<file path="config.mk">
export PLATFORM = sky130hd
export DESIGN_NAME = ps2_mouse_packet_tracker
export DESIGN_NICKNAME = d
export VERILOG_FILES = /design/src/rtl/ps2mt_pkg.sv /design/src/rtl/ps2mt_axis.sv /design/src/rtl/ps2_mouse_packet_tracker.sv
export SDC_FILE = /design/constraint.sdc
export NUM_CORES = 1
export LEC_CHECK = 0
export ABC_AREA = 1
export BUFFER_PORTS_ARGS = -buffer_cell sky130_fd_sc_hd__buf_4
export CAP_MARGIN = 20
export CORE_MARGIN = 1
export CORE_UTILIZATION = 40
export DETAILED_ROUTE_END_ITERATION = 10
export PLACE_DENSITY = 0.69
export SLEW_MARGIN = 20
export SYNTH_ARGS = -nofsm -noshare
export SYNTH_HDL_FRONTEND = slang
export SYNTH_SLANG_ARGS = --single-unit
</file>
<file path="constraint.sdc">
create_clock -name i_clk -period 11.65 [get_ports i_clk]
set_input_delay 1.165 -clock i_clk [delete_from_list [all_inputs] [get_ports i_clk]]
set_output_delay 1.165 -clock i_clk [all_outputs]
set_load 0.03 [all_outputs]
</file>
<file path="src/rtl/ps2mt_pkg.sv">
// ----------------------------------------------------------------------------
// ps2mt_pkg
// Shared types and constants for the PS/2 mouse packet tracker: header bit
// positions, packet phase codes, register map and axis control bundle.
// ----------------------------------------------------------------------------
package ps2mt_pkg;

    // Field widths
    localparam int BYTE_W = 8;
    localparam int POS_W  = 14;
    localparam int SIZE_W = 15;
    localparam int BTN_W  = 3;
    localparam int MAG_W  = 9;
    localparam int SUM_W  = 16;

    // Largest position the cursor state holds
    localparam logic [POS_W-1:0] POS_MAX = 14'h3FFF;

    // Overflow adds this to the magnitude
    localparam logic [MAG_W-1:0] OVF_ADD = 9'd255;

    // Header bit positions
    localparam int HDR_LEFT   = 0;
    localparam int HDR_RIGHT  = 1;
    localparam int HDR_MIDDLE = 2;
    localparam int HDR_SYNC   = 3;
    localparam int HDR_XSIGN  = 4;
    localparam int HDR_YSIGN  = 5;
    localparam int HDR_XOVF   = 6;
    localparam int HDR_YOVF   = 7;

    // Packet phase codes
    localparam logic [1:0] PH_HDR = 2'd0;
    localparam logic [1:0] PH_DX  = 2'd1;
    localparam logic [1:0] PH_DY  = 2'd2;

    // Register map (word index taken from paddr[2])
    localparam int          PADDR_W    = 3;
    localparam int          PDATA_W    = 32;
    localparam logic        REG_WIDTH  = 1'b0;
    localparam logic        REG_HEIGHT = 1'b1;

    localparam logic [SIZE_W-1:0] WIDTH_RST  = 15'd1024;
    localparam logic [SIZE_W-1:0] HEIGHT_RST = 15'd768;

    // Per-axis movement controls from the header
    typedef struct packed {
        logic neg;     // sign bit of the movement byte
        logic ovf;     // overflow bit: magnitude gains 255
        logic invert;  // axis runs opposite to the mouse sign
    } t_axis_ctl;

endpackage : ps2mt_pkg

</file>
<file path="src/rtl/ps2mt_axis.sv">
// ----------------------------------------------------------------------------
// ps2mt_axis
// One cursor axis: turns a movement byte and its header bits into a signed
// step, adds it to the current position and clamps to the screen size.
// ----------------------------------------------------------------------------
module ps2mt_axis
    import ps2mt_pkg::*;
(
    input  logic [POS_W-1:0]  i_pos,
    input  logic [BYTE_W-1:0] i_data,
    input  t_axis_ctl         i_ctl,
    input  logic [SIZE_W-1:0] i_size,
    output logic [POS_W-1:0]  o_pos
);

    logic [BYTE_W-1:0] mag_base;
    logic [MAG_W-1:0]  mag;
    logic              add;
    logic [SUM_W-1:0]  sum;
    logic [POS_W-1:0]  lim;

    // Magnitude: two's complement of the byte when negative, plus overflow
    assign mag_base = i_ctl.neg ? BYTE_W'(8'd0 - i_data) : i_data;
    assign mag      = {1'b0, mag_base} + (i_ctl.ovf ? OVF_ADD : MAG_W'(0));

    // Step direction: a clear sign adds, an inverted axis flips that
    assign add = ~(i_ctl.neg ^ i_ctl.invert);
    assign sum = add ? ({2'b00, i_pos} + {7'd0, mag})
                     : ({2'b00, i_pos} - {7'd0, mag});

    // Clamp limit: size minus one, zero size acts as one, capped at POS_MAX
    always_comb begin
        if (i_size == '0) begin
            lim = '0;
        end else if (i_size > {1'b0, POS_MAX} + SIZE_W'(1)) begin
            lim = POS_MAX;
        end else begin
            lim = POS_W'(i_size - SIZE_W'(1));
        end
    end

    // Clamp below at zero and above at the limit
    always_comb begin
        if (sum[SUM_W-1]) begin
            o_pos = '0;
        end else if (sum[SIZE_W-1:0] > {1'b0, lim}) begin
            o_pos = lim;
        end else begin
            o_pos = sum[POS_W-1:0];
        end
    end

endmodule : ps2mt_axis

</file>
<file path="src/rtl/ps2_mouse_packet_tracker.sv">
// ----------------------------------------------------------------------------
// ps2_mouse_packet_tracker
// Assembles 3-byte PS/2 mouse packets and tracks a clamped cursor position.
// ----------------------------------------------------------------------------
// A result is in the output register in the cycle after its third byte is accepted.
// Throughput: one byte per cycle; the movement add and clamp sit between the
//   packet state registers (and the incoming Y byte) and the result register.
// A byte that completes a packet waits only while a previous result is held.
// Reset (synchronous, active low): drop-first flag set, header phase, cursor
//   at the origin, no result pending, screen 1024 by 768.
// ----------------------------------------------------------------------------
module ps2_mouse_packet_tracker
    import ps2mt_pkg::*;
(
    input  logic               i_clk,
    input  logic               i_rst_n,
    // Byte input
    input  logic               i_rx_valid,
    output logic               o_rx_ready,
    input  logic [BYTE_W-1:0]  i_rx_byte,
    // Result output
    output logic               o_res_valid,
    input  logic               i_res_ready,
    output logic [POS_W-1:0]   o_cursor_x,
    output logic [POS_W-1:0]   o_cursor_y,
    output logic [BTN_W-1:0]   o_buttons,
    // Configuration port
    input  logic               psel,
    input  logic               penable,
    input  logic               pwrite,
    input  logic [PADDR_W-1:0] paddr,
    input  logic [PDATA_W-1:0] pwdata,
    output logic [PDATA_W-1:0] prdata,
    output logic               pready
);

    logic [SIZE_W-1:0] r_width;
    logic [SIZE_W-1:0] r_height;

    logic              r_skip_first, n_skip_first;
    logic [1:0]        r_phase,      n_phase;
    logic [BYTE_W-1:0] r_header,     n_header;
    logic [BYTE_W-1:0] r_dx,         n_dx;
    logic [POS_W-1:0]  r_pos_x;
    logic [POS_W-1:0]  r_pos_y;
    logic [BTN_W-1:0]  r_buttons;
    logic              r_out_valid,  n_out_valid;

    logic              cfg_wr;
    logic              completes;
    logic              rx_fire;
    logic              res_load;
    t_axis_ctl         ctl_x;
    t_axis_ctl         ctl_y;
    logic [POS_W-1:0]  next_x;
    logic [POS_W-1:0]  next_y;

    // Configuration registers
    assign pready = 1'b1;
    assign cfg_wr = psel & penable & pwrite;

    always_ff @(posedge i_clk) begin
        if (!i_rst_n) begin
            r_width  <= WIDTH_RST;
            r_height <= HEIGHT_RST;
        end else if (cfg_wr) begin
            unique case (paddr[2])
                REG_WIDTH:  r_width  <= pwdata[SIZE_W-1:0];
                REG_HEIGHT: r_height <= pwdata[SIZE_W-1:0];
                default:    ;
            endcase
        end
    end

    always_comb begin
        unique case (paddr[2])
            REG_WIDTH:  prdata = {{(PDATA_W-SIZE_W){1'b0}}, r_width};
            REG_HEIGHT: prdata = {{(PDATA_W-SIZE_W){1'b0}}, r_height};
            default:    prdata = '0;
        endcase
    end

    // Stall only a completing byte, and only while a result is still held
    assign completes  = !r_skip_first && (r_phase == PH_DY);
    assign o_rx_ready = !completes || !r_out_valid || i_res_ready;
    assign rx_fire    = i_rx_valid && o_rx_ready;
    assign res_load   = rx_fire && completes;

    // Axis controls from the stored header; Y runs opposite to the mouse
    assign ctl_x = '{neg: r_header[HDR_XSIGN], ovf: r_header[HDR_XOVF], invert: 1'b0};
    assign ctl_y = '{neg: r_header[HDR_YSIGN], ovf: r_header[HDR_YOVF], invert: 1'b1};

    ps2mt_axis u_axis_x (
        .i_pos  (r_pos_x),
        .i_data (r_dx),
        .i_ctl  (ctl_x),
        .i_size (r_width),
        .o_pos  (next_x)
    );

    ps2mt_axis u_axis_y (
        .i_pos  (r_pos_y),
        .i_data (i_rx_byte),
        .i_ctl  (ctl_y),
        .i_size (r_height),
        .o_pos  (next_y)
    );

    // Packet sequencer: drop first byte, resync headers on the sync bit
    always_comb begin
        n_skip_first = r_skip_first;
        n_phase      = r_phase;
        n_header     = r_header;
        n_dx         = r_dx;
        if (rx_fire) begin
            if (r_skip_first) begin
                n_skip_first = 1'b0;
            end else begin
                unique case (r_phase)
                    PH_DX: begin
                        n_dx    = i_rx_byte;
                        n_phase = PH_DY;
                    end
                    PH_DY: begin
                        n_phase = PH_HDR;
                    end
                    default: begin
                        n_phase = PH_HDR;
                        if (i_rx_byte[HDR_SYNC]) begin
                            n_header = i_rx_byte;
                            n_phase  = PH_DX;
                        end
                    end
                endcase
            end
        end
    end

    // Result valid: set on a completed packet, clear when taken
    always_comb begin
        n_out_valid = r_out_valid;
        if (res_load) begin
            n_out_valid = 1'b1;
        end else if (i_res_ready) begin
            n_out_valid = 1'b0;
        end
    end

    // Control state
    always_ff @(posedge i_clk) begin
        if (!i_rst_n) begin
            r_skip_first <= 1'b1;
            r_phase      <= PH_HDR;
            r_out_valid  <= 1'b0;
            r_pos_x      <= '0;
            r_pos_y      <= '0;
        end else begin
            r_skip_first <= n_skip_first;
            r_phase      <= n_phase;
            r_out_valid  <= n_out_valid;
            if (res_load) begin
                r_pos_x <= next_x;
                r_pos_y <= next_y;
            end
        end
    end

    // Packet bytes and button payload
    always_ff @(posedge i_clk) begin
        if (!i_rst_n) begin
            r_header  <= '0;
            r_dx      <= '0;
            r_buttons <= '0;
        end else begin
            r_header <= n_header;
            r_dx     <= n_dx;
            if (res_load) begin
                r_buttons <= {r_header[HDR_RIGHT], r_header[HDR_MIDDLE], r_header[HDR_LEFT]};
            end
        end
    end

    assign o_res_valid = r_out_valid;
    assign o_cursor_x  = r_pos_x;
    assign o_cursor_y  = r_pos_y;
    assign o_buttons   = r_buttons;

    // A completing byte always leaves a result pending
    a_result_loaded: assert property (@(posedge i_clk) disable iff (!i_rst_n)
        (res_load) |=> r_out_valid)
        else $error("completed packet did not raise a result");

    // The movement byte is followed by the Y byte phase
    a_dx_to_dy: assert property (@(posedge i_clk) disable iff (!i_rst_n)
        (rx_fire && !r_skip_first && r_phase == PH_DX) |=> (r_phase == PH_DY))
        else $error("phase did not advance after X byte");

    // Any accepted byte clears the drop-first flag
    a_skip_cleared: assert property (@(posedge i_clk) disable iff (!i_rst_n)
        (rx_fire) |=> !r_skip_first)
        else $error("first byte flag still set after a byte");

endmodule : ps2_mouse_packet_tracker

</file>
# Word-level counts from Yosys, hierarchy flattened
# Index checks and enable logic that the tools add are counted.
totals:
  regBits: 81
  inputBits: 50
  output_inout_bits: 66
  word_cells: 67
classes:
  add_sub_neg: 10
  order_cmp: 4
  n_eq_ne: 2
  n_mux: 19
  n_bitwise: 5
  reduce_logical: 17
op_table:
  columns: ["cell", "n"]
  rows:
  - ["two-way mux 14 bit", 8]
  - ["one-hot mux 32 bit (2 select lines)", 1]
  - ["two-way mux 16 bit", 2]
  - ["two-way mux 8 bit", 4]
  - ["adder 14 x 9 -> 15 bit", 2]
  - ["> comparator 15 x 14 -> 1 bit", 2]
  - ["> comparator 15 bit, second input constant", 2]
  - ["logical NOT 15 bit", 2]
  - ["subtractor 14 x 9 -> 15 bit", 2]
  - ["subtractor 14 x 1 -> 14 bit, second input constant", 2]
  - ["adder 8 x 9 -> 9 bit", 2]
  - ["subtractor 1 x 8 -> 8 bit, first input constant", 2]
  - ["AND reduction 2 bit", 3]
  - ["one-hot mux 2 bit (2 select lines)", 1]
  - ["AND reduction 4 bit", 1]
  - ["logical AND 1 bit", 3]
  - ["logical NOT 1 bit", 3]
  - ["two-way mux 1 bit", 3]
  - ["inverter 1 bit", 3]
  - ["AND reduction 3 bit", 1]
  - ["AND 1 bit", 2]
  - ["equality test 2 x 1 -> 1 bit, second input constant", 1]
  - ["equality test 2 bit, second input constant", 1]
  - ["logical OR 1 bit", 2]
  - ["other kinds (2)", 2]

# Logic depth before layout (Yosys ltp)
# Gate-level depths: netlist of run 1.
depth:
  depth_word: 8
  depth_mapped: 39

# Cells and area by module
# Synthesis of run 1 repeated with hierarchy kept, for this count alone.
unflattened:
  cells_unflattened: 1509
  area_unflattened_um2: 9211.3
by_module_without_submodules:
  columns: ["mod", "instances", "cells_each", "area_per_inst_um2", "seq_area_each_um2"]
  rows:
  - ["ps2_mouse_packet_tracker", 1, 478, 3465.8, 1601.5]
  - ["ps2mt_axis at u_axis_x", 1, 542, 2941.6, 0.0]
  - ["ps2mt_axis at u_axis_y", 1, 489, 2803.9, 0.0]

# Worst setup path before layout of run 1
# OpenSTA, ideal clock, no wires.
synth_timing:
  path_type: "in2reg"
  start: "input port i_rx_byte[1]"
  end: "register r_pos_y[10], in the netlist o_cursor_y[10]"
  setup_time_ps: 132
  arrival_time_ps: 5433
  setup_slack_ps: 6085
  cell_stages: 35
  cell_sequence: "inv_1 -> ha_1 -> inv_1 -> nor2_1 -> inv_1 -> a22o_1 -> ha_1 -> nand3_1 -> nand2_1 -> a21oi_1 -> o21bai_1 -> a21oi_1 -> o21ai_0 -> xnor2_1 -> inv_1 -> ha_1 -> nor2_1 -> inv_1 -> o21ai_0 -> nand2_1 -> nand3_1 -> nand2_1 -> nand2_1 -> nand2_1 -> nand2_1 -> inv_1 -> ha_1 -> a21o_1 -> a21oi_1 -> nand4_4 -> nand3_4 -> buf_6 -> nand2_1 -> nand3_1 -> a21oi_2"
synth_between:
  elab_chain_cells: 8
synth_lines:
  columns: ["element", "line", "source"]
  rows:
  - ["from (decl)", "ps2_mouse_packet_tracker.sv:20", "input logic [BYTE_W-1:0] i_rx_byte,"]
  - ["subtractor 1 x 8 -> 8 bit", "ps2mt_axis.sv:23", "assign mag_base = i_ctl.neg ? BYTE_W'(8'd0 - i_data) : i_data;"]
  - ["two-way mux 8 bit *", "ps2mt_axis.sv:23", null]
  - ["adder 8 x 9 -> 9 bit *", "ps2mt_axis.sv:24", "assign mag = {1'b0, mag_base} + (i_ctl.ovf ? OVF_ADD : MAG_W'(0));"]
  - ["subtractor 14 x 9 -> 15 bit / adder 14 x 9 -> 15 bit (equally long branches)", "ps2mt_axis.sv:29, ps2mt_axis.sv:28", null]
  - ["two-way mux 16 bit *", "ps2mt_axis.sv:28", "assign sum = add ? ({2'b00, i_pos} + {7'd0, mag})"]
  - ["> comparator 15 x 14 -> 1 bit", "ps2mt_axis.sv:46", "end else if (sum[SIZE_W-1:0] > {1'b0, lim}) begin"]
  - ["two-way mux 14 bit", "ps2mt_axis.sv:46", null]
  - ["two-way mux 14 bit *", "ps2mt_axis.sv:44", "if (sum[SUM_W-1]) begin"]
  - ["to (signal assigned)", "ps2_mouse_packet_tracker.sv:163", "r_pos_y <= next_y;"]
  - ["to (decl)", "ps2_mouse_packet_tracker.sv:45", "logic [POS_W-1:0] r_pos_y;"]
# Mark *: on every way between the ends. The rest lies on a longest branch, timed or not.
# A chain may end at the register's enable or synchronous reset.

# Final worst setup path of run 1
layout_timing:
  start: "register r_header[4]"
  end: "register r_pos_x[10], in the netlist o_cursor_x[10]"
layout_between:
  elab_chain_cells: 7
layout_lines:
  columns: ["element", "line", "source"]
  rows:
  - ["from (decl)", "ps2_mouse_packet_tracker.sv:42", "logic [BYTE_W-1:0] r_header, n_header;"]
  - ["from (signal assigned)", "ps2_mouse_packet_tracker.sv:175", "r_header <= n_header;"]
  - ["two-way mux 8 bit", "ps2mt_axis.sv:23", null]
  - ["adder 8 x 9 -> 9 bit", "ps2mt_axis.sv:24", null]
  - ["adder 14 x 9 -> 15 bit / subtractor 14 x 9 -> 15 bit (equally long branches)", "ps2mt_axis.sv:28, ps2mt_axis.sv:29", null]
  - ["two-way mux 16 bit *", "ps2mt_axis.sv:28", null]
  - ["> comparator 15 x 14 -> 1 bit", "ps2mt_axis.sv:46", null]
  - ["two-way mux 14 bit", "ps2mt_axis.sv:46", null]
  - ["two-way mux 14 bit *", "ps2mt_axis.sv:44", null]
  - ["to (signal assigned)", "ps2_mouse_packet_tracker.sv:162", "r_pos_x <= next_x;"]
  - ["to (decl)", "ps2_mouse_packet_tracker.sv:44", "logic [POS_W-1:0] r_pos_x;"]
# Marked as above.

==> impl_metrics.tcl, run 1 <==
set metrics [dict create \
    worst_pin_slew_ns 0.970 \
    synthTopCellsByArea "dfxtp_1, nand2_1, ha_1" \
    clock_sinks 80 \
    cts_hold_buf 0 \
    worst_setup_path_start_kind "flop" \
    required_ns 11.93 \
    fin_crit_sh_pct 52.8 \
    cts-root-buf "clkbuf_16" \
    setup_violations 0 \
    grt_max_degree 43 \
    dp.cells 1799 \
    synth-seq-cells 80 \
    critical_path_class "reg2reg" \
    setup_tns_ns 0 \
    wirelength_mm 24.7 \
    multi_input_area_sq_um 6390 \
    finalNetCount 1683 \
    dp_hpwl_mm 20.1 \
    die_h_um 152 \
    r2r-start "r_header[4]$_SDFFE_PN0P_" \
    critical-path-max-stage-delay_ns 0.93 \
    gr-total-overflow 0 \
    initial_utilization_pct 41.2 \
    htreeDepth 3 \
    grtUsageTotal_pct 21.8 \
    synth_top_flop_cell "dfxtp_1" \
    skew_ns 0.00746 \
    syn_area_sq_um 9040 \
    die-area_sq_um 23200 \
    syn-instance-count 1485 \
    fmax_ghz 0.162 \
    cpMaxStageDelayCell "dfxtp_1" \
    min_period_ns 6.15 \
    p_leak_nw 5.22 \
    synth.top_cells.by_count "nand2_1, inv_1, nand3_1" \
    clkLatencyLatePin_ns 0.35 \
    rsz0062_at_grt "no" \
    status "finished with violations" \
    seq_area_sq_um 1600 \
    power_density_nw_per_um2 87.8 \
    grt_pass1_wl_mm 41.5 \
    antenna_found_initial 0 \
    drv_slew 0 \
    numCtsBuffers 9 \
    diodes 0 \
    cts_resized 0 \
    wl_per_cell_um 13.6 \
    vias 9352 \
    io_buffers 78 \
    final_cell_count_no_fill 1815 \
    gp_congestion 0.941 \
    ir_drop_v 0.0000572 \
    min-delay-start "r_header[1]$_SDFFE_PN0P_" \
    yosysMostFrequentCell "nand2_1" \
    synth_top_area_share_pct 17.7 \
    cts_tree "yes" \
    crit_path_frequent_cell "nand2_1" \
    worstSetupEndpointType "flop" \
    yosys.area.top_type "dfxtp_1" \
    io_pins 116 \
    synth_edf_count 0 \
    slew_headroom_pct 35.4 \
    yosysWarnings 0 \
    ant_nets 0 \
    first_pass_iters 8 \
    clockBufferDepth 2 \
    drive_above_1_share_pct 9.58 \
    crit_fanout 24 \
    cts.clk_slew.worst_paths_ns 0.07 \
    die_w_um 152 \
    coreArea_sq_um 22000 \
    ys_types 47 \
    violations "DRC" \
    cts_setup_buffers 0 \
    worstPathArrival_ns 6.43 \
    viasPerCell 5.15 \
    syn_to_final_growth_pct 10.8 \
    ys_seq_area_share_pct 17.7 \
    fill_cells 2288 \
    hp-class "reg2reg" \
    async_flop_share_pct 0 \
    drv_cap 0 \
    critPathLaunch "r_header[4]$_SDFFE_PN0P_" \
    drc 1 \
    drt_iter0_drc 655 \
    syn_avg_cell_area_sq_um 6.09 \
    grt_pass1_vias 8609 \
    final_hold_viol_count 0 \
    fp-row-count 54 \
]
## logic make-up (layout without fill, tap and decap cells)
logic type,count (synthesis),after routing,synth area share (%)
buffers and inverters,266,300,12.3
AO/OA/AOI/OAI,249,249,14.9
flip-flops,80,80,17.7
other,2,18,0.0831
XOR/XNOR,38,38,3.68
AND/OR/NAND/NOR,747,747,36.6
adder cells (fa/ha/maj),103,103,14.8
## path summary, 6_finish.rpt
| check | slack [ns] | endpoint | depth (start not counted) |
|---|---|---|---|
| max | 5.50 | o_cursor_x[10]$_SDFFE_PN0P_ | 35 |
| max reg2reg | 5.50 | o_cursor_x[10]$_SDFFE_PN0P_ | 35 |
| min reg2reg | 0.46 | r_header[1]$_SDFFE_PN0P_ | 2 |
| min | 0.46 | r_header[1]$_SDFFE_PN0P_ | 2 |
## routing by layer
layer  global-route usage [%]  vias to the layer above  part of all wire, %  wire (um)
met2                     37.5                      253                   47      11600
met4                     6.61                        0                  2.0        507
li1                         -                     4888                    -          -
met1                     28.6                     4171                   46      11300
met3                     2.08                       40                  5.2       1290
met5                        0                        -                    0          0
## report_power, final
group / internal (mW) / switching (mW)
clock network: 0.171 / 0.130
registers: 0.279 / 0.00807
logic: 0.0981 / 0.194
total: 0.548 / 0.332
## sequential cells by signal, summed over array words and instances, names as in the netlist
register / cells
r_width: 15
r_header: 7
r_phase: 2
o_res_valid: 1
o_buttons: 3
o_cursor_y: 14
r_height: 15
r_dx: 8
o_cursor_x: 14
r_skip_first: 1
## area by class of cell
cell class | instances | share of cell area [%]
clock buffer | 9 | 2.25
sequential | 80 | 16.0
multi-input combinational | 1155 | 63.8
inverter | 204 | 7.67
tap | 280 | 3.50
clock inverter | 7 | 0.837
timing repair buffer | 80 | 6.00
## critical path, delay by kind of cell (launching register included)
kind / cells / cell delay (ns)
AOI/OAI and AO/OA: 4 / 0.67
DFF: 1 / 0.93
and+or+nand+nor: 23 / 2.43
adders and majority gates: 3 / 0.96
buffers and inverters: 4 / 0.91
xor gates and xnor gates: 1 / 0.22
## stage by stage
stage,util (%),setup WS (ns),cell area [sq um],hold WS [ns],power [mW]
after floorplan,-,6.09,9100,0.424,0.515
final,45.6,5.50,10000,0.458,0.880
after global placement,44.2,5.41,9710,0.436,0.576
after detailed placement,44.2,5.28,9710,0.443,0.581
after CTS,45.6,5.57,10000,0.456,0.882
after global routing,45.6,4.84,10000,0.488,0.935
## placed cells by master, fill, tap and decap left out, types with 6 or more instances in the layout
cell type / n
buf_4: 80
nand2_1: 410
nor3_1: 13
fa_1: 6
xor2_1: 31
conb_1: 18
nand2_2: 12
a21oi_1: 116
ha_1: 97
o21bai_1: 8
nor2_1: 103
o21ai_0: 103
nand4_1: 35
xnor2_1: 7
inv_1: 192
nand3_1: 143
a21oi_2: 6
dfxtp_1: 80
clkbuf_16: 9
inv_2: 9
Power figures use the tool's default switching activity.
==> inputs of run 2 (changes only) <==
Settings changed: ABC_AREA 1 to 0, PLACE_DENSITY 0.69 to 0.72.
Clock period 11.65 ns to 5.3 ns, I/O delays scaled along.
==> run 2 against run 1 <==
Net effect: the flow finishes with violations (setup timing); worst setup slack worse by 5.6 ns; worst hold slack worse by 0.085 ns; wire length down 9.9%; critical path depth down 11; design area up 4.8%; synthesized cell count down 33%; area after synthesis down 12%; core utilization up 8.2 points; largest power group unchanged; first-iteration DRC count down 34%; sequential share of layout area down 0.69 points; highest routed layer unchanged; die area down 12%.
==> impl_metrics.tcl, run 2 <==
set metrics [dict create \
    drv_cap 0 \
    p_leak_nw 4.71 \
    drt_iter0_drc 434 \
    ant_nets 0 \
    syn_avg_cell_area_sq_um 8.00 \
    fmax_ghz 0.185 \
    grt_max_degree 57 \
    status "finished with violations" \
    slew_headroom_pct 31.6 \
    synth-seq-cells 80 \
    clkLatencyLatePin_ns 0.35 \
    grt_pass1_wl_mm 34.7 \
    ys_seq_area_share_pct 20.1 \
    drive_above_1_share_pct 29.0 \
    final_common_cell "buf_4" \
    wirelength_mm 22.3 \
    viasPerCell 5.42 \
    dp.cells 1401 \
    antenna_found_initial 0 \
    coreArea_sq_um 19500 \
    wl_per_cell_um 15.5 \
    cts_tree "yes" \
    ys_types 91 \
    yosysWarnings 0 \
    reg.largest.list "r_height (15), r_width (15)" \
    synthTopCellsByArea "dfxtp_1, ha_1, nand2_1" \
    io_buffers 78 \
    die_w_um 143 \
    crit_fanout 6 \
    syn_to_final_growth_pct 31.6 \
    worst_pin_slew_ns 1.02 \
    cts-root-buf "clkbuf_16" \
    syn-instance-count 998 \
    worst_setup_path_start_kind "flop" \
    critical_path_class "reg2reg" \
    clock_sinks 80 \
    fin_crit_sh_pct 102 \
    synth.top_cells.by_count "nand2_1, ha_1, dfxtp_1" \
    cts_hold_buf 0 \
    setup_violations 13 \
    worstSetupEndpointType "flop" \
    final_cell_count_no_fill 1439 \
    die_h_um 143 \
    min_period_ns 5.41 \
    synth_top_flop_cell "dfxtp_1" \
    dp_hpwl_mm 16.3 \
    grt_pass1_vias 7294 \
    drv_slew 0 \
    yosys.area.top_type "dfxtp_1" \
    violations "setup timing" \
    first_pass_iters 5 \
    finalNetCount 1323 \
    ir_drop_v 0.000167 \
    drc 0 \
    vias 7799 \
    rsz0062_at_grt "yes" \
    initial_utilization_pct 40.9 \
    place_ws_ns -0.363 \
    gp_congestion 0.888 \
    worstPathArrival_ns 5.65 \
    required_ns 5.55 \
    numCtsBuffers 9 \
    total_power_mw 1.85 \
    htreeDepth 3 \
    final_cell_mix "buf_4, nand2_1, ha_1" \
    synth_top_area_share_pct 20.1 \
    clockBufferDepth 2 \
    yosysMostFrequentCell "nand2_1" \
    async_flop_share_pct 0 \
    grtUsageTotal_pct 21.1 \
    skew_ns 0.00998 \
    synth_edf_count 0 \
    final_hold_viol_count 0 \
    diodes 0 \
    io_pins 116 \
    power_density_nw_per_um2 176 \
    fp-row-count 51 \
    fin_ws_ns -0.108 \
    gr-total-overflow 0 \
    hp-class "in2reg" \
    cts.clk_slew.worst_paths_ns 0.07 \
    die-area_sq_um 20500 \
    syn_area_sq_um 7980 \
]
run 2: cell count changes after synthesis, moves of 25 or more:
cell	delta
nand2_1	-287
inv_1	-130
nand3_1	-110
a21oi_1	-68
nor2_1	-64
o21ai_0	-54
xnor2_1	+33
a21boi_0	+28
nor2b_1	+25
run 2: worst paths after layout:
| check | startpoint | endpoint | slack [ns] | cells after the start |
|---|---|---|---|---|
| worst min-delay path | i_rx_valid | r_skip_first$_SDFFE_PN1P_ | 0.37 | 2 |
| worst max-delay path | r_dx[1]$_SDFFE_PN0P_ | o_cursor_x[6]$_SDFFE_PN0P_ | -0.11 | 24 |
| worst min register to register | r_phase[1]$_SDFFE_PN0P_ | r_phase[1]$_SDFFE_PN0P_ | 0.51 | 2 |
| worst max register to register | r_dx[1]$_SDFFE_PN0P_ | o_cursor_x[6]$_SDFFE_PN0P_ | -0.11 | 24 |
run 2: power by group:
group	internal (mW)	total [mW]	switching [mW]
combinational	0.225	0.484	0.259
sequential	0.609	0.623	0.0138
clock	0.462	0.743	0.280
run 2: logic make-up (layout without fill, tap and decap cells):
logic type | count (synthesis) | in the layout | synth area share [%]
DFF | 80 | 80 | 20.1
adders and majority gates | 105 | 105 | 17.0
other | 2 | 18 | 0.0941
and+or+nand+nor | 342 | 343 | 22.5
muxes | 39 | 39 | 5.14
buffers and inverters | 119 | 278 | 6.99
xor gates and xnor gates | 63 | 63 | 6.91
AOI/OAI and AO/OA | 248 | 248 | 21.3
run 2: metrics by stage:
step / utilization [%] / TNS, ns / cell area, sq um / hold WS (ns)
floorplan: - / 0 / 8060 / 0.473
global placement: 48.2 / -5.48 / 9410 / 0.492
detailed placement: 48.2 / -7.72 / 9420 / 0.508
CTS: 50.6 / 0 / 9890 / 0.367
global route: 53.8 / -4.64 / 10500 / 0.371
finish: 53.8 / -0.659 / 10500 / 0.373
run 2: timing repair:
action,4_1_cts,5_1_grt
buffers inserted,6,14
pin swaps,20,64
setup endpoints to repair,17,28
gates cloned,1,2
resized for setup,19,105
run 2: layer usage:
metal	track usage (%)	up-vias	wire length (um)
met3	3.29	40	878
li1	-	3872	-
met2	35.3	195	10700
met1	27.7	3692	10100
met5	0	-	0
met4	6.83	0	533
run 2: critical path: stages (launching register included):
cell and delay, ns:
dfxtp_2 0.33, or3_4 0.41, buf_6 0.14, nand2_4 0.08, xnor2_4 0.13, ha_4 0.23
a21oi_2 0.15, nand2_2 0.09, a31oi_4 0.23, xnor2_2 0.16, ha_1 0.29, nor3b_4 0.17
or3_4 0.39, a31oi_1 0.15, o21a_1 0.18, o21ai_1 0.09, xor2_1 0.18, ha_1 0.36
nand4_1 0.16, a211oi_2 0.25, o21ai_1 0.12, a31o_2 0.29, and3_4 0.22, mux2_4 0.30
a22o_1 0.20
run 2: area by class of cell:
cell class	count	area, sq um
timing repair buffer	201	1540
clock inverter	6	116
inverter	62	238
sequential	80	1610
multi-input combinational	816	6440
tap	265	332
clock buffer	9	225
fill	1807	9020
==> inputs of run 3 (changes only) <==
Settings changed: CORE_ASPECT_RATIO from default to 0.7, RECOVER_POWER from default to 100, SKIP_CTS_REPAIR_TIMING from default to 1.
==> run 3 against run 2 <==
Net effect: die area about the same; the run still ends with setup timing left; largest cell class unchanged; critical path depth increased by 1; fmax increased by 1.9%; worst hold slack got worse by 0.0016 ns; largest power group unchanged.
==> impl_metrics.tcl, run 3 (synthesized netlist as in run 2, its figures left out) <==
set metrics [dict create \
    cpMaxStageDelayCell "or3_4" \
    worstSetupEndpointType "flop" \
    worst-path-buf-inv 6 \
    fp-row-count 42 \
    viasPerCell 5.40 \
    total_power_mw 1.79 \
    gr-total-overflow 0 \
    final_hold_viol_count 0 \
    crit_path_frequent_cell "buf_4" \
    skew_ns 0.0110 \
    power_density_nw_per_um2 171 \
    multi_input_area_sq_um 6460 \
    worst_pin_slew_ns 1.09 \
    final_cell_mix "buf_4, nand2_1, ha_1" \
    drv_cap 0 \
    critical-path-max-stage-delay_ns 0.40 \
    wirelength_mm 23.3 \
    fmax_ghz 0.188 \
    grt_pass1_vias 7049 \
    slew_headroom_pct 27.0 \
    hp-class "in2reg" \
    setup_violations 1 \
    critical_path_class "in2reg" \
    violations "setup timing" \
    drive_above_1_share_pct 26.5 \
    drv_slew 0 \
    initial_utilization_pct 41.5 \
    htreeDepth 3 \
    grtUsageTotal_pct 21.8 \
    met3_length_mm 1.39 \
    clkLatencyLatePin_ns 0.35 \
    hold_ws_ns 0.371 \
    numCtsBuffers 9 \
    syn_to_final_growth_pct 30.8 \
    rsz0062_at_grt "yes" \
    cts_tree "yes" \
    critPathLaunch "i_rx_byte[0]" \
    fill_cells 1803 \
    drc 0 \
    grt_max_degree 57 \
    min_period_ns 5.31 \
    gp_congestion 0.916 \
    cp_top_family "compound AO/OA/AOI/OAI gates" \
    ir_drop_v 0.000163 \
    diodes 0 \
    cts.clk_slew.worst_paths_ns 0.07 \
    routed.top_layer "met4" \
    worstPathArrival_ns 5.56 \
    fin_crit_sh_pct 100 \
    ant_nets 0 \
    status "finished with violations" \
    wl_met1_mm 11.9 \
    required_ns 5.55 \
    final_common_cell "buf_4" \
    io_buffers 78 \
    grt_pass1_wl_mm 35.6 \
    die_h_um 120 \
    dp_hpwl_mm 17.4 \
    seq_area_sq_um 1600 \
    r2r-start "r_dx[1]$_SDFFE_PN0P_" \
    clockBufferDepth 2 \
    antenna_found_initial 0 \
    min-delay-start "i_rx_valid" \
    dp.cells 1419 \
    fin_ws_ns -0.00860 \
    finalNetCount 1342 \
    die-area_sq_um 20500 \
    wl_per_cell_um 16.0 \
    cts-root-buf "clkbuf_16" \
    io_pins 116 \
    die_w_um 171 \
    vias 7874 \
    drt_iter0_drc 535 \
    first_pass_iters 5 \
    met2_length_mm 9.74 \
    clock_sinks 80 \
    place_ws_ns -0.393 \
    final_cell_count_no_fill 1458 \
    worst_setup_path_start_kind "input pin" \
    reg.largest.list "r_height (15), r_width (15)" \
    coreArea_sq_um 19200 \
    p_leak_nw 4.61 \
    crit_fanout 7 \
]
-- run 3: cell count changes in the layout (fill, tap and decap cells not counted), sizes merged --
cell | before | now
buf | 201 | 173
bufinv | 3 | 1
clkbuf | 9 | 56
clkinv | 1 | 3
inv | 64 | 65
-- run 3: worst register-to-register path, cell delays in order, from the launching register on --
cell	delay, ns
dfxtp_2	0.34
or3_4	0.40
buf_6	0.14
nand2_4	0.06
xnor2_2	0.08
ha_1	0.32
nand3_1	0.10
nand2_2	0.11
a31oi_4	0.10
o21bai_1	0.14
a21o_1	0.16
buf_4	0.12
inv_1	0.03
ha_1	0.17
nand2b_1	0.19
or4_4	0.46
o32a_1	0.39
xnor2_2	0.17
ha_1	0.32
nand3_2	0.12
a211oi_2	0.21
o21ai_1	0.09
a31o_2	0.23
and3_4	0.22
buf_6	0.12
or3_4	0.32
o211ai_1	0.10
-- run 3: final timing paths --
check	to	cells past startpoint	slack [ns]
setup reg to reg	o_cursor_x[13]$_SDFFE_PN0P_	26	0.03
hold / removal	r_skip_first$_SDFFE_PN1P_	2	0.37
hold reg to reg	r_phase[1]$_SDFFE_PN0P_	2	0.50
setup / recovery	o_cursor_y[0]$_SDFFE_PN0P_	25	-0.009
-- run 3: final cells by class --
cell class / instances / area share [%]
Clock buffer: 9 / 2.16
Clock inverter: 7 / 0.839
Tap cell: 264 / 3.16
Inverter: 62 / 2.23
Multi-Input combinational cell: 816 / 61.8
Sequential cell: 80 / 15.4
Timing Repair Buffer: 220 / 14.4
-- run 3: stage by stage --
step / util, % / TNS (ns) / cell area [sq um]
floorplan: - / 0 / 8060
finish: 54.3 / -0.00860 / 10400
detailed placement: 49.8 / -7.67 / 9570
CTS: 51.4 / -4.09 / 9880
global placement: 49.7 / -5.80 / 9570
global route: 54.3 / -3.14 / 10400
-- run 3: per-layer routing --
layer  up-vias  global-route usage [%]
li1       3911                       -
met1      3689                    33.3
met2       247                    30.7
met3        27                    4.58
met4         0                    4.97
met5         -                       0
-- run 3: power by group --
| group | total [mW] | switching (mW) | internal, mW |
|---|---|---|---|
| clock | 0.671 | 0.295 | 0.376 |
| combinational | 0.497 | 0.269 | 0.228 |
| sequential | 0.622 | 0.0132 | 0.609 |
